$ cat src/pwrcd_pkg.sv
// shared types, constants and helpers for the pulse width remote code decoder
// no dependencies

package pwrcd_pkg;

  // widths of the stream fields and configuration registers
  localparam int DUR_W   = 17;
  localparam int TIME_W  = 16;
  localparam int CODE_W  = 32;
  localparam int CNT_W   = 6;
  localparam int STAT_W  = 2;
  localparam int CFG_AW  = 2;
  localparam int IN_TDATA_W  = 24;
  localparam int OUT_TDATA_W = STAT_W + CODE_W + CNT_W;

  // configuration register indexes
  localparam logic [CFG_AW-1:0] REG_SHORT_TIME  = 2'd0;
  localparam logic [CFG_AW-1:0] REG_LONG_TIME   = 2'd1;
  localparam logic [CFG_AW-1:0] REG_TOLERANCE   = 2'd2;
  localparam logic [CFG_AW-1:0] REG_CODE_LENGTH = 2'd3;

  // configuration reset values
  localparam logic [TIME_W-1:0] SHORT_TIME_RST  = 16'd430;
  localparam logic [TIME_W-1:0] LONG_TIME_RST   = 16'd870;
  localparam logic [TIME_W-1:0] TOLERANCE_RST   = 16'd200;
  localparam logic [CNT_W-1:0]  CODE_LENGTH_RST = 6'd9;

  // result status codes
  localparam logic [STAT_W-1:0] ST_CODE    = 2'd0;
  localparam logic [STAT_W-1:0] ST_NO_CODE = 2'd1;
  localparam logic [STAT_W-1:0] ST_ABORT   = 2'd2;

  // one result transaction
  typedef struct packed {
    logic [CNT_W-1:0]  code_bits;
    logic [CODE_W-1:0] code;
    logic [STAT_W-1:0] status;
  } result_t;

  // mag within target +/- tol, low bound clamped at zero by moving tol across
  function automatic logic in_window(input logic [DUR_W-1:0] mag,
                                     input logic [TIME_W-1:0] target,
                                     input logic [TIME_W-1:0] tol);
    logic [DUR_W:0] lhs;
    logic [DUR_W:0] hi;
    lhs = {1'b0, mag} + {2'b00, tol};
    hi  = {2'b00, target} + {2'b00, tol};
    return (lhs >= {2'b00, target}) && ({1'b0, mag} <= hi);
  endfunction

endpackage

$ cat src/pulse_width_remote_code_decoder.sv
// pulse width remote code decoder, top level
// classifies pulse/gap pairs into bits and emits a code or a status per capture
// depends on pwrcd_pkg
// path to out_tvalid: input register, then result register
// throughput: one sample per cycle while the result register is empty or taken;
// an input register, then one decode step into the result register, with the
// capture state updated in the same step
// reset (rst_n low, synchronous): both stages empty, configuration at defaults,
// no capture open until a sample flagged as first arrives

module pulse_width_remote_code_decoder (
  input  logic                                clk,
  input  logic                                rst_n,
  // input stream
  input  logic                                in_tvalid,
  output logic                                in_tready,
  input  logic [pwrcd_pkg::IN_TDATA_W-1:0]    in_tdata,   // [16:0] duration, rest zero
  input  logic                                in_tuser,   // [0] first_sample
  input  logic                                in_tlast,   // last_sample
  // result stream
  output logic                                out_tvalid,
  input  logic                                out_tready,
  output logic [pwrcd_pkg::OUT_TDATA_W-1:0]   out_tdata,  // [1:0] status, [33:2] code,
                                                          // [39:34] code_bits
  // configuration write port
  input  logic                                cfg_we,
  input  logic [pwrcd_pkg::CFG_AW-1:0]        cfg_addr,
  input  logic [pwrcd_pkg::TIME_W-1:0]        cfg_wdata
);
  import pwrcd_pkg::*;

  // configuration registers
  logic [TIME_W-1:0] short_time_r, long_time_r, tolerance_r;
  logic [CNT_W-1:0]  code_length_r;

  // input stage
  logic              s1_valid_r;
  logic [DUR_W-1:0]  s1_dur_r;
  logic              s1_first_r, s1_last_r;

  // capture state
  logic              have_pulse_r, have_pulse_nxt;
  logic [TIME_W-1:0] held_pulse_r, held_pulse_nxt;
  logic [CODE_W-1:0] shift_bits_r, shift_bits_nxt;
  logic [CNT_W-1:0]  bits_seen_r, bits_seen_nxt;
  logic              capture_done_r, capture_done_nxt;
  logic              at_start_r, at_start_nxt;

  // result stage
  logic              out_valid_r;
  result_t           out_data_r;

  logic              s1_adv;
  logic              res_valid;
  result_t           res;
  logic [CNT_W-1:0]  target_len;
  logic [DUR_W-1:0]  gap_mag;
  logic [DUR_W-1:0]  pulse_mag;
  logic              is_zero, is_one;
  logic [CNT_W-1:0]  bits_inc;

  // handshake: input stage moves whenever the result register can take a result
  assign s1_adv    = s1_valid_r && (!out_valid_r || out_tready);
  assign in_tready = !s1_valid_r || s1_adv;

  // configuration writes
  always_ff @(posedge clk) begin
    if (!rst_n) begin
      short_time_r  <= SHORT_TIME_RST;
      long_time_r   <= LONG_TIME_RST;
      tolerance_r   <= TOLERANCE_RST;
      code_length_r <= CODE_LENGTH_RST;
    end else if (cfg_we) begin
      unique case (cfg_addr)
        REG_SHORT_TIME:  short_time_r  <= cfg_wdata;
        REG_LONG_TIME:   long_time_r   <= cfg_wdata;
        REG_TOLERANCE:   tolerance_r   <= cfg_wdata;
        REG_CODE_LENGTH: code_length_r <= cfg_wdata[CNT_W-1:0];
        default: ;
      endcase
    end
  end

  // input register
  always_ff @(posedge clk) begin
    if (!rst_n) begin
      s1_valid_r <= 1'b0;
    end else if (in_tready) begin
      s1_valid_r <= in_tvalid;
    end
  end

  always_ff @(posedge clk) begin
    if (in_tready && in_tvalid) begin
      s1_dur_r   <= in_tdata[DUR_W-1:0];
      s1_first_r <= in_tuser;
      s1_last_r  <= in_tlast;
    end
  end

  // effective code length, out of range values mean full width
  always_comb begin
    if (code_length_r == '0 || code_length_r > CNT_W'(CODE_W)) begin
      target_len = CNT_W'(CODE_W);
    end else begin
      target_len = code_length_r;
    end
  end

  // pair classification on held pulse and current gap magnitude
  assign gap_mag   = s1_dur_r[DUR_W-1] ? (DUR_W'(0) - s1_dur_r) : s1_dur_r;
  assign pulse_mag = {1'b0, held_pulse_r};
  assign is_zero   = in_window(pulse_mag, short_time_r, tolerance_r) &&
                     in_window(gap_mag, long_time_r, tolerance_r);
  assign is_one    = in_window(pulse_mag, long_time_r, tolerance_r) &&
                     in_window(gap_mag, short_time_r, tolerance_r);

  // decode step for one sample
  always_comb begin
    have_pulse_nxt   = have_pulse_r;
    held_pulse_nxt   = held_pulse_r;
    shift_bits_nxt   = shift_bits_r;
    bits_seen_nxt    = bits_seen_r;
    capture_done_nxt = capture_done_r;
    at_start_nxt     = at_start_r;
    res_valid        = 1'b0;
    res.status       = ST_NO_CODE;
    res.code         = '0;
    res.code_bits    = '0;
    bits_inc         = '0;

    // first sample reopens the capture
    if (s1_first_r) begin
      capture_done_nxt = 1'b0;
      have_pulse_nxt   = 1'b0;
      held_pulse_nxt   = '0;
      shift_bits_nxt   = '0;
      bits_seen_nxt    = '0;
      at_start_nxt     = 1'b1;
    end

    if (!capture_done_nxt) begin
      if (!have_pulse_nxt) begin
        // pulse position
        at_start_nxt = 1'b0;
        if (s1_last_r) begin
          res_valid  = 1'b1;
          res.status = ST_NO_CODE;
        end else if (s1_dur_r[DUR_W-1]) begin
          if (!at_start_nxt && !(s1_first_r || at_start_r)) begin
            res_valid  = 1'b1;
            res.status = ST_ABORT;
          end
        end else begin
          held_pulse_nxt = s1_dur_r[TIME_W-1:0];
          have_pulse_nxt = 1'b1;
        end
      end else begin
        // gap position, have_pulse is only set here without a first flag
        have_pulse_nxt = 1'b0;
        bits_inc       = bits_seen_r + CNT_W'(1);
        if (is_zero) begin
          shift_bits_nxt = {shift_bits_r[CODE_W-2:0], 1'b0};
          bits_seen_nxt  = bits_inc;
        end else if (is_one) begin
          shift_bits_nxt = {shift_bits_r[CODE_W-2:0], 1'b1};
          bits_seen_nxt  = bits_inc;
        end else begin
          shift_bits_nxt = '0;
          bits_seen_nxt  = '0;
        end
        if (bits_seen_nxt >= target_len) begin
          res_valid     = 1'b1;
          res.status    = ST_CODE;
          res.code      = shift_bits_nxt;
          res.code_bits = bits_seen_nxt;
        end else if (s1_last_r) begin
          res_valid  = 1'b1;
          res.status = ST_NO_CODE;
        end
      end
      if (res_valid) begin
        capture_done_nxt = 1'b1;
      end
    end
  end

  // capture state registers
  always_ff @(posedge clk) begin
    if (!rst_n) begin
      have_pulse_r   <= 1'b0;
      held_pulse_r   <= '0;
      shift_bits_r   <= '0;
      bits_seen_r    <= '0;
      capture_done_r <= 1'b1;
      at_start_r     <= 1'b0;
    end else if (s1_adv) begin
      have_pulse_r   <= have_pulse_nxt;
      held_pulse_r   <= held_pulse_nxt;
      shift_bits_r   <= shift_bits_nxt;
      bits_seen_r    <= bits_seen_nxt;
      capture_done_r <= capture_done_nxt;
      at_start_r     <= at_start_nxt;
    end
  end

  // result register
  always_ff @(posedge clk) begin
    if (!rst_n) begin
      out_valid_r <= 1'b0;
    end else if (s1_adv && res_valid) begin
      out_valid_r <= 1'b1;
    end else if (out_tready) begin
      out_valid_r <= 1'b0;
    end
  end

  always_ff @(posedge clk) begin
    if (s1_adv && res_valid) begin
      out_data_r <= res;
    end
  end

  assign out_tvalid = out_valid_r;
  assign out_tdata  = out_data_r;

endmodule
$ cat config.mk
export PLATFORM = sky130hd
export DESIGN_NAME = pulse_width_remote_code_decoder
export DESIGN_NICKNAME = d
export VERILOG_FILES = /design/src/pwrcd_pkg.sv /design/src/pulse_width_remote_code_decoder.sv
export SDC_FILE = /design/constraint.sdc
export NUM_CORES = 1
export LEC_CHECK = 0
export BUFFER_PORTS_ARGS = -buffer_cell sky130_fd_sc_hd__buf_2
export CORE_ASPECT_RATIO = 2
export CORE_MARGIN = 2
export CORE_UTILIZATION = 45
export DETAILED_ROUTE_END_ITERATION = 12
export GPL_TIMING_DRIVEN = 1
export PLACE_DENSITY = 0.62
export SLEW_MARGIN = 40
export SYNTH_ARGS = -nofsm -noshare
export SYNTH_HDL_FRONTEND = slang
export SYNTH_SLANG_ARGS = --single-unit
$ cat constraint.sdc
create_clock -name clk -period 12.5 [get_ports clk]
set_input_delay 1.25 -clock clk [delete_from_list [all_inputs] [get_ports clk]]
set_output_delay 1.25 -clock clk [all_outputs]
set_load 0.01 [all_outputs]
# ---- Yosys cells after proc, flatten, opt, wreduce, memory -nomap -nowiden
# Cells that the tools add are included.
dict set report totals {
  inputBits 49
  ff_bits 172
}
dict set report op_classes {
  n_reduce_logical 23
  n_bitwise 2
  n_mux 45
  add_sub_neg 6
  n_eq_ne 3
  magnitude_cmp 10
}
# operator n
set ops {}
lappend ops {{32-bit two-way mux} 5}
lappend ops {{16-bit two-way mux} 5}
lappend ops {{18-bit by 16-bit greater-or-equal comparator with 1-bit output} 3}
lappend ops {{16-bit by 16-bit adder with 17-bit output} 3}
lappend ops {{6-bit two-way mux} 8}
lappend ops {{1-bit two-way mux} 22}
lappend ops {{17-bit by 16-bit adder with 18-bit output} 1}
lappend ops {{16-bit by 18-bit less-or-equal comparator with 1-bit output} 1}
lappend ops {{17-bit by 18-bit less-or-equal comparator with 1-bit output} 1}
lappend ops {{17-bit by 16-bit greater-or-equal comparator with 1-bit output} 1}
lappend ops {{16-bit by 17-bit less-or-equal comparator with 1-bit output} 1}
lappend ops {{17-bit less-or-equal comparator} 1}
lappend ops {{17-bit two-way mux} 1}
lappend ops {{1-bit by 17-bit subtractor with 17-bit output (first input constant)} 1}
lappend ops {{1-bit logical AND} 9}
lappend ops {{2-bit two-way mux} 4}
lappend ops {{2-bit AND reduction} 4}
lappend ops {{6-bit by 1-bit adder with 6-bit output (second input constant)} 1}
lappend ops {{6-bit greater-or-equal comparator} 1}
lappend ops {{6-bit greater-than comparator (second input constant)} 1}
lappend ops {{6-bit zero test} 1}
lappend ops {{2-bit == test (second input constant)} 2}
lappend ops {{1-bit logical OR} 4}
lappend ops {{3-bit OR reduction} 1}
lappend ops {{5 further kinds} 7}

# ---- Depth between registers and ports, before layout
dict set report depth {
  depth_word 17
  ltp_mapped 35
  depth_no_buf 33
}

# ---- Worst setup path after synthesis
# Ideal clock, no wire load.
dict set report synth_path {
  kind {reg-to-reg}
  start {reg s1_dur_r[2]}
  end {reg out_data_r, in the netlist out_tdata[0] (enable)}
  setup_slack_ps 4744
  path_stages_with_launch 33
  path_buffers 1
  required_ps 12063
  t_arrival_ps 7319
  period_less_slack_ps 7756
  path_cell_list {edfxtp_1 > nor3_1 > nand3_1 > or2_2 > o41ai_1 > xnor2_1 > ha_1 > nand2_1 > a21oi_1 > a221o_1 > a21o_1 > a21o_1 > a21o_1 > a21oi_1 > xnor2_1 > ha_1 > nand4_1 > o21bai_1 > a21oi_1 > o21ai_0 > a221o_1 > o21ai_2 > and2_2 > buf_4 > nor2_1 > ha_1 > a21o_1 > a21o_1 > a21o_1 > a21oi_1 > mux2i_1 > a21oi_1 > nor2_1}
}
dict set report synth_via {
  elab_chain_len 16
  word_cells_on_any_way 21
  classes_between {add/sub (2); order compare (5); mux (9); reduce/logical (5)}
}
# element line
set synth_lines {}
lappend synth_lines {{start, declared} pulse_width_remote_code_decoder.sv:38} ;# logic [DUR_W-1:0] s1_dur_r;
lappend synth_lines {{start signal, assigned} pulse_width_remote_code_decoder.sv:95} ;# s1_dur_r <= in_tdata[DUR_W-1:0];
lappend synth_lines {{1-bit by 17-bit subtractor with 17-bit output} pulse_width_remote_code_decoder.sv:111} ;# assign gap_mag = s1_dur_r[DUR_W-1] ? (DUR_W'(0) - s1_dur_r) : s1_dur_r;
lappend synth_lines {{17-bit two-way mux (*)} pulse_width_remote_code_decoder.sv:111}
lappend synth_lines {{17-bit by 16-bit adder with 18-bit output} pwrcd_pkg.sv:46} ;# lhs = {1'b0, mag} + {2'b00, tol};
lappend synth_lines {{18-bit by 16-bit greater-or-equal comparator with 1-bit output} pwrcd_pkg.sv:48} ;# return (lhs >= {2'b00, target}) && ({1'b0, mag} <= hi);
lappend synth_lines {{1-bit logical AND} pwrcd_pkg.sv:48}
lappend synth_lines {{1-bit logical AND} pulse_width_remote_code_decoder.sv:115} ;# assign is_one = in_window(pulse_mag, long_time_r, tolerance_r) &&
lappend synth_lines {{6-bit two-way mux} pulse_width_remote_code_decoder.sv:165} ;# end else if (is_one) begin
lappend synth_lines {{6-bit two-way mux (*)} pulse_width_remote_code_decoder.sv:162} ;# if (is_zero) begin
lappend synth_lines {{6-bit two-way mux (*)} pulse_width_remote_code_decoder.sv:143} ;# if (!have_pulse_nxt) begin
lappend synth_lines {{6-bit two-way mux (*)} pulse_width_remote_code_decoder.sv:142} ;# if (!capture_done_nxt) begin
lappend synth_lines {{6-bit greater-or-equal comparator (*)} pulse_width_remote_code_decoder.sv:172} ;# if (bits_seen_nxt >= target_len) begin
lappend synth_lines {{1-bit two-way mux (*)} pulse_width_remote_code_decoder.sv:172}
lappend synth_lines {{1-bit two-way mux (*)} pulse_width_remote_code_decoder.sv:143}
lappend synth_lines {{1-bit two-way mux (*) (2 in a row)} pulse_width_remote_code_decoder.sv:142}
lappend synth_lines {{1-bit logical AND (*)} pulse_width_remote_code_decoder.sv:219} ;# if (s1_adv && res_valid) begin
lappend synth_lines {{end signal, assigned} pulse_width_remote_code_decoder.sv:220} ;# out_data_r <= res;
lappend synth_lines {{end, declared} pulse_width_remote_code_decoder.sv:51} ;# result_t out_data_r;
# Mark *: on every way between the ends. The rest lies on a longest branch, timed or not. The select of a mux whose other input is x is not followed.
# A chain may end at the register's enable or synchronous reset.

# ---- Final worst setup path
dict set report layout_path {
  start {reg s1_dur_r[2]}
  end {reg out_data_r, in the netlist out_tdata[30] (enable)}
}
# The elaborated chain is that of the path after synthesis.

==> summary.md <==
| Metric | Value |
|---|---|
| CTS tree | done |
| Die span in x | 120 um |
| Die area | 0.0285 sq mm |
| CTS H-Tree Depth | 4 |
| Max cap viols | 0 |
| Post-synth EDFFs | 59 |
| DR iter-0 viols | 538 |
| GRT overflow | 0 |
| Synthesized area | 0.0122 sq mm |
| Total Wirelength | 34500 um |
| Root buffer cell | clkbuf_16 |
| Commonest cells after routing, fill and taps aside | ha_1 (207), nand2_1 (139), dfxtp_1 (112), buf_2 (83), a21oi_1 (81) |
| Setup CP Type | flip-flop to flip-flop |
| CTS Sinks | 171 |
| I/O pin cnt | 91 |
| Synth Net Count | 1563 |
| Total track usage | 24.8% |
| Commonest non-fill, non-tap cell in the layout | ha_1 |
| # diodes | 0 |
| Fmax | 0.117 GHz |
| Initial Util | 45.5% |
| Minimum clock period | 8.56 ns |
| Non-Filler Instances | 1740 |
| CP required | 12.70 ns |
| Routed vias/inst | 5.65 |
| Area Overhead vs Synth | 11.1% |
| VDD IR max | 96.1 uV |
| Post-synth ARST share | 0% |
| Core area | 0.0268 sq mm |
| Period utilization | 68.5% |
| Placed cells | 1708 |
| Global-route wire length before repair | 52800 um |
| Vias post-DR | 9827 |
| Overall power | 0.00145 W |
| Rows | 85 |
| Layout cells sized above 1 | 10.1% |
| Register area share after synthesis | 32.9% |
| Post-synthesis register bit count | 171 |
| Die Span Y | 237 um |
| Syn avg cell area | 9.36 sq um |
| Final core occ | 50.6% |
| WL per Instance | 19.8 um |
| Hold-fix buffers, CTS | 0 |
| Setup Viol. Count Final | 0 |
| Largest net degree at the start of global routing | 79 |
| Worst hold slack | 0.471 ns |
| Layout net count | 1639 |
| CP Max Fanout | 23 |
| CP max-delay cell | o21ai_0 |
| RSZ-0062 raised after global routing | false |
| Syn. warnings | 0 |
| Leak | 6.03 nW |
| Setup Skew | 0.0152 ns |
| Synth cell types | 66 |
| Total iterations of the first detailed-routing run | 5 |
| CP endpoint kind | flip-flop |
| Final HPWL DP | 28400 um |
| Post-route DRC | 0 |
| ANT nets after route | 0 |
| Number of global-route vias before repair | 9663 |
| CTS clk-pin slew, worst paths | 0.07 ns |
| Synthesized instance count | 1303 |
| Post-cts resize count | 0 |
| Gpl congestion | 0.923 |
| Slew HR | 47.7% |
| Postcts setup bufs | 0 |
| HP Class | flip-flop to flip-flop |
| Cell Pwr Density | 107 mW/mm^2 |
| Buffers on Ports | 83 |
| Final Hold Viols | 0 |
| Most used DFF post-synth | dfxtp_1 |
| Initial antenna violation count | 0 |
| Worst Path Arrival | 8.76 ns |
| Worst slew pin tran | 0.785 ns |
| CP startpoint kind | flip-flop |
| Clock Path Buffers | 2 |
| Pins Over Slew Limit | 0 |
| Slowest stage delay, CP | 0.56 ns |
| # fillers | 2641 |
| Cts bufs inserted | 17 |
| Clk Latency, worst-skew pair | 0.45 ns |
| Status | finished clean |
| Final setup TNS | 0 ns |
[synth_stat cells, types with 27 or more instances]
| library cell | n | area [sq um] |
|---|---|---|
| ha_1 | 207 | 2590 |
| nand2_1 | 139 | 522 |
| dfxtp_1 | 112 | 2240 |
| a21oi_1 | 81 | 405 |
| edfxtp_1 | 59 | 1770 |
| o21ai_0 | 57 | 285 |
| inv_1 | 54 | 203 |
| nor2_1 | 51 | 191 |
| xnor2_1 | 43 | 377 |
| a21o_1 | 41 | 308 |
| and2_1 | 39 | 244 |
| nor2b_1 | 38 | 238 |
| a21boi_0 | 33 | 248 |
| a22o_1 | 32 | 280 |
| clkbuf_1 | 27 | 101 |
| xor2_1 | 27 | 236 |
[layout make-up]
cell class / count / area [sq um] / area share (%)
Multi-Input combinational cell: 1044 / 7850 / 57.9
Sequential cell: 171 / 4010 / 29.6
Timing Repair Buffer: 91 / 495 / 3.66
Tap cell: 348 / 435 / 3.21
Clock buffer: 18 / 429 / 3.17
Inverter: 54 / 203 / 1.50
Clock inverter: 14 / 121 / 0.896
[worst max-delay path, delay by kind of cell, from the launching register on]
family          cells  cell delay (ns)
xor+xnor            2             0.61
simple gates       10             2.15
mux                 1             0.14
compound gates     15             3.70
flops               1             0.47
fa+ha+maj           3             1.00
buf+inv             1             0.22
[layer usage]
| layer | track usage (%) | vias up | wire, um |
|---|---|---|---|
| li1 | - | 4945 | - |
| met1 | 22.0 | 4520 | 11300 |
| met2 | 48.2 | 252 | 19100 |
| met3 | 2.87 | 110 | 874 |
| met4 | 20.3 | 0 | 3150 |
| met5 | 0 | - | 0 |
[kinds of logic after synthesis]
group | count (synthesis) | share of synthesized area, %
multiplexers | 9 | 0.852
AO/OA/AOI/OAI | 370 | 20.7
XOR/XNOR | 70 | 5.03
adder cells (fa/ha/maj) | 211 | 21.9
flip-flops | 171 | 32.9
buffers and inverters | 88 | 2.96
AND/OR/NAND/NOR | 384 | 15.7
[sequential cells by signal, indices dropped and copies added, names as in the netlist, 6 cells and up]
name and count:
long_time_r 16, short_time_r 16, bits_seen_r 6, code_length_r 6, shift_bits_r 31, held_pulse_r 16
out_tdata 40, tolerance_r 16, s1_dur_r 17
[power breakdown]
group          switching [W]  total, W  internal (W)
clock               0.000229  0.000503      0.000274
combinational       0.000200  0.000341      0.000141
sequential         0.0000224  0.000610      0.000587
[metrics by stage]
stage / cell area, sq um / setup WS, ns
2_1_floorplan: 12200 / 4.74
3_3_place_gp: 13000 / 4.17
3_5_place_dp: 13000 / 3.95
4_1_cts: 13500 / 3.93
5_1_grt: 13500 / 3.26
6_report: 13500 / 3.94
[final timing paths]
| kind | startpoint | to | slack (ns) | depth (start not counted) |
|---|---|---|---|---|
| setup reg to reg | s1_dur_r[2] | out_tdata[30] | 3.94 | 32 |
| setup / recovery | s1_dur_r[2] | out_tdata[30] | 3.94 | 32 |
| hold / removal | shift_bits_r[30] | shift_bits_r[30] | 0.47 | 1 |
| hold reg to reg | shift_bits_r[30] | shift_bits_r[30] | 0.47 | 1 |
(Power assumes the default switching activity.)
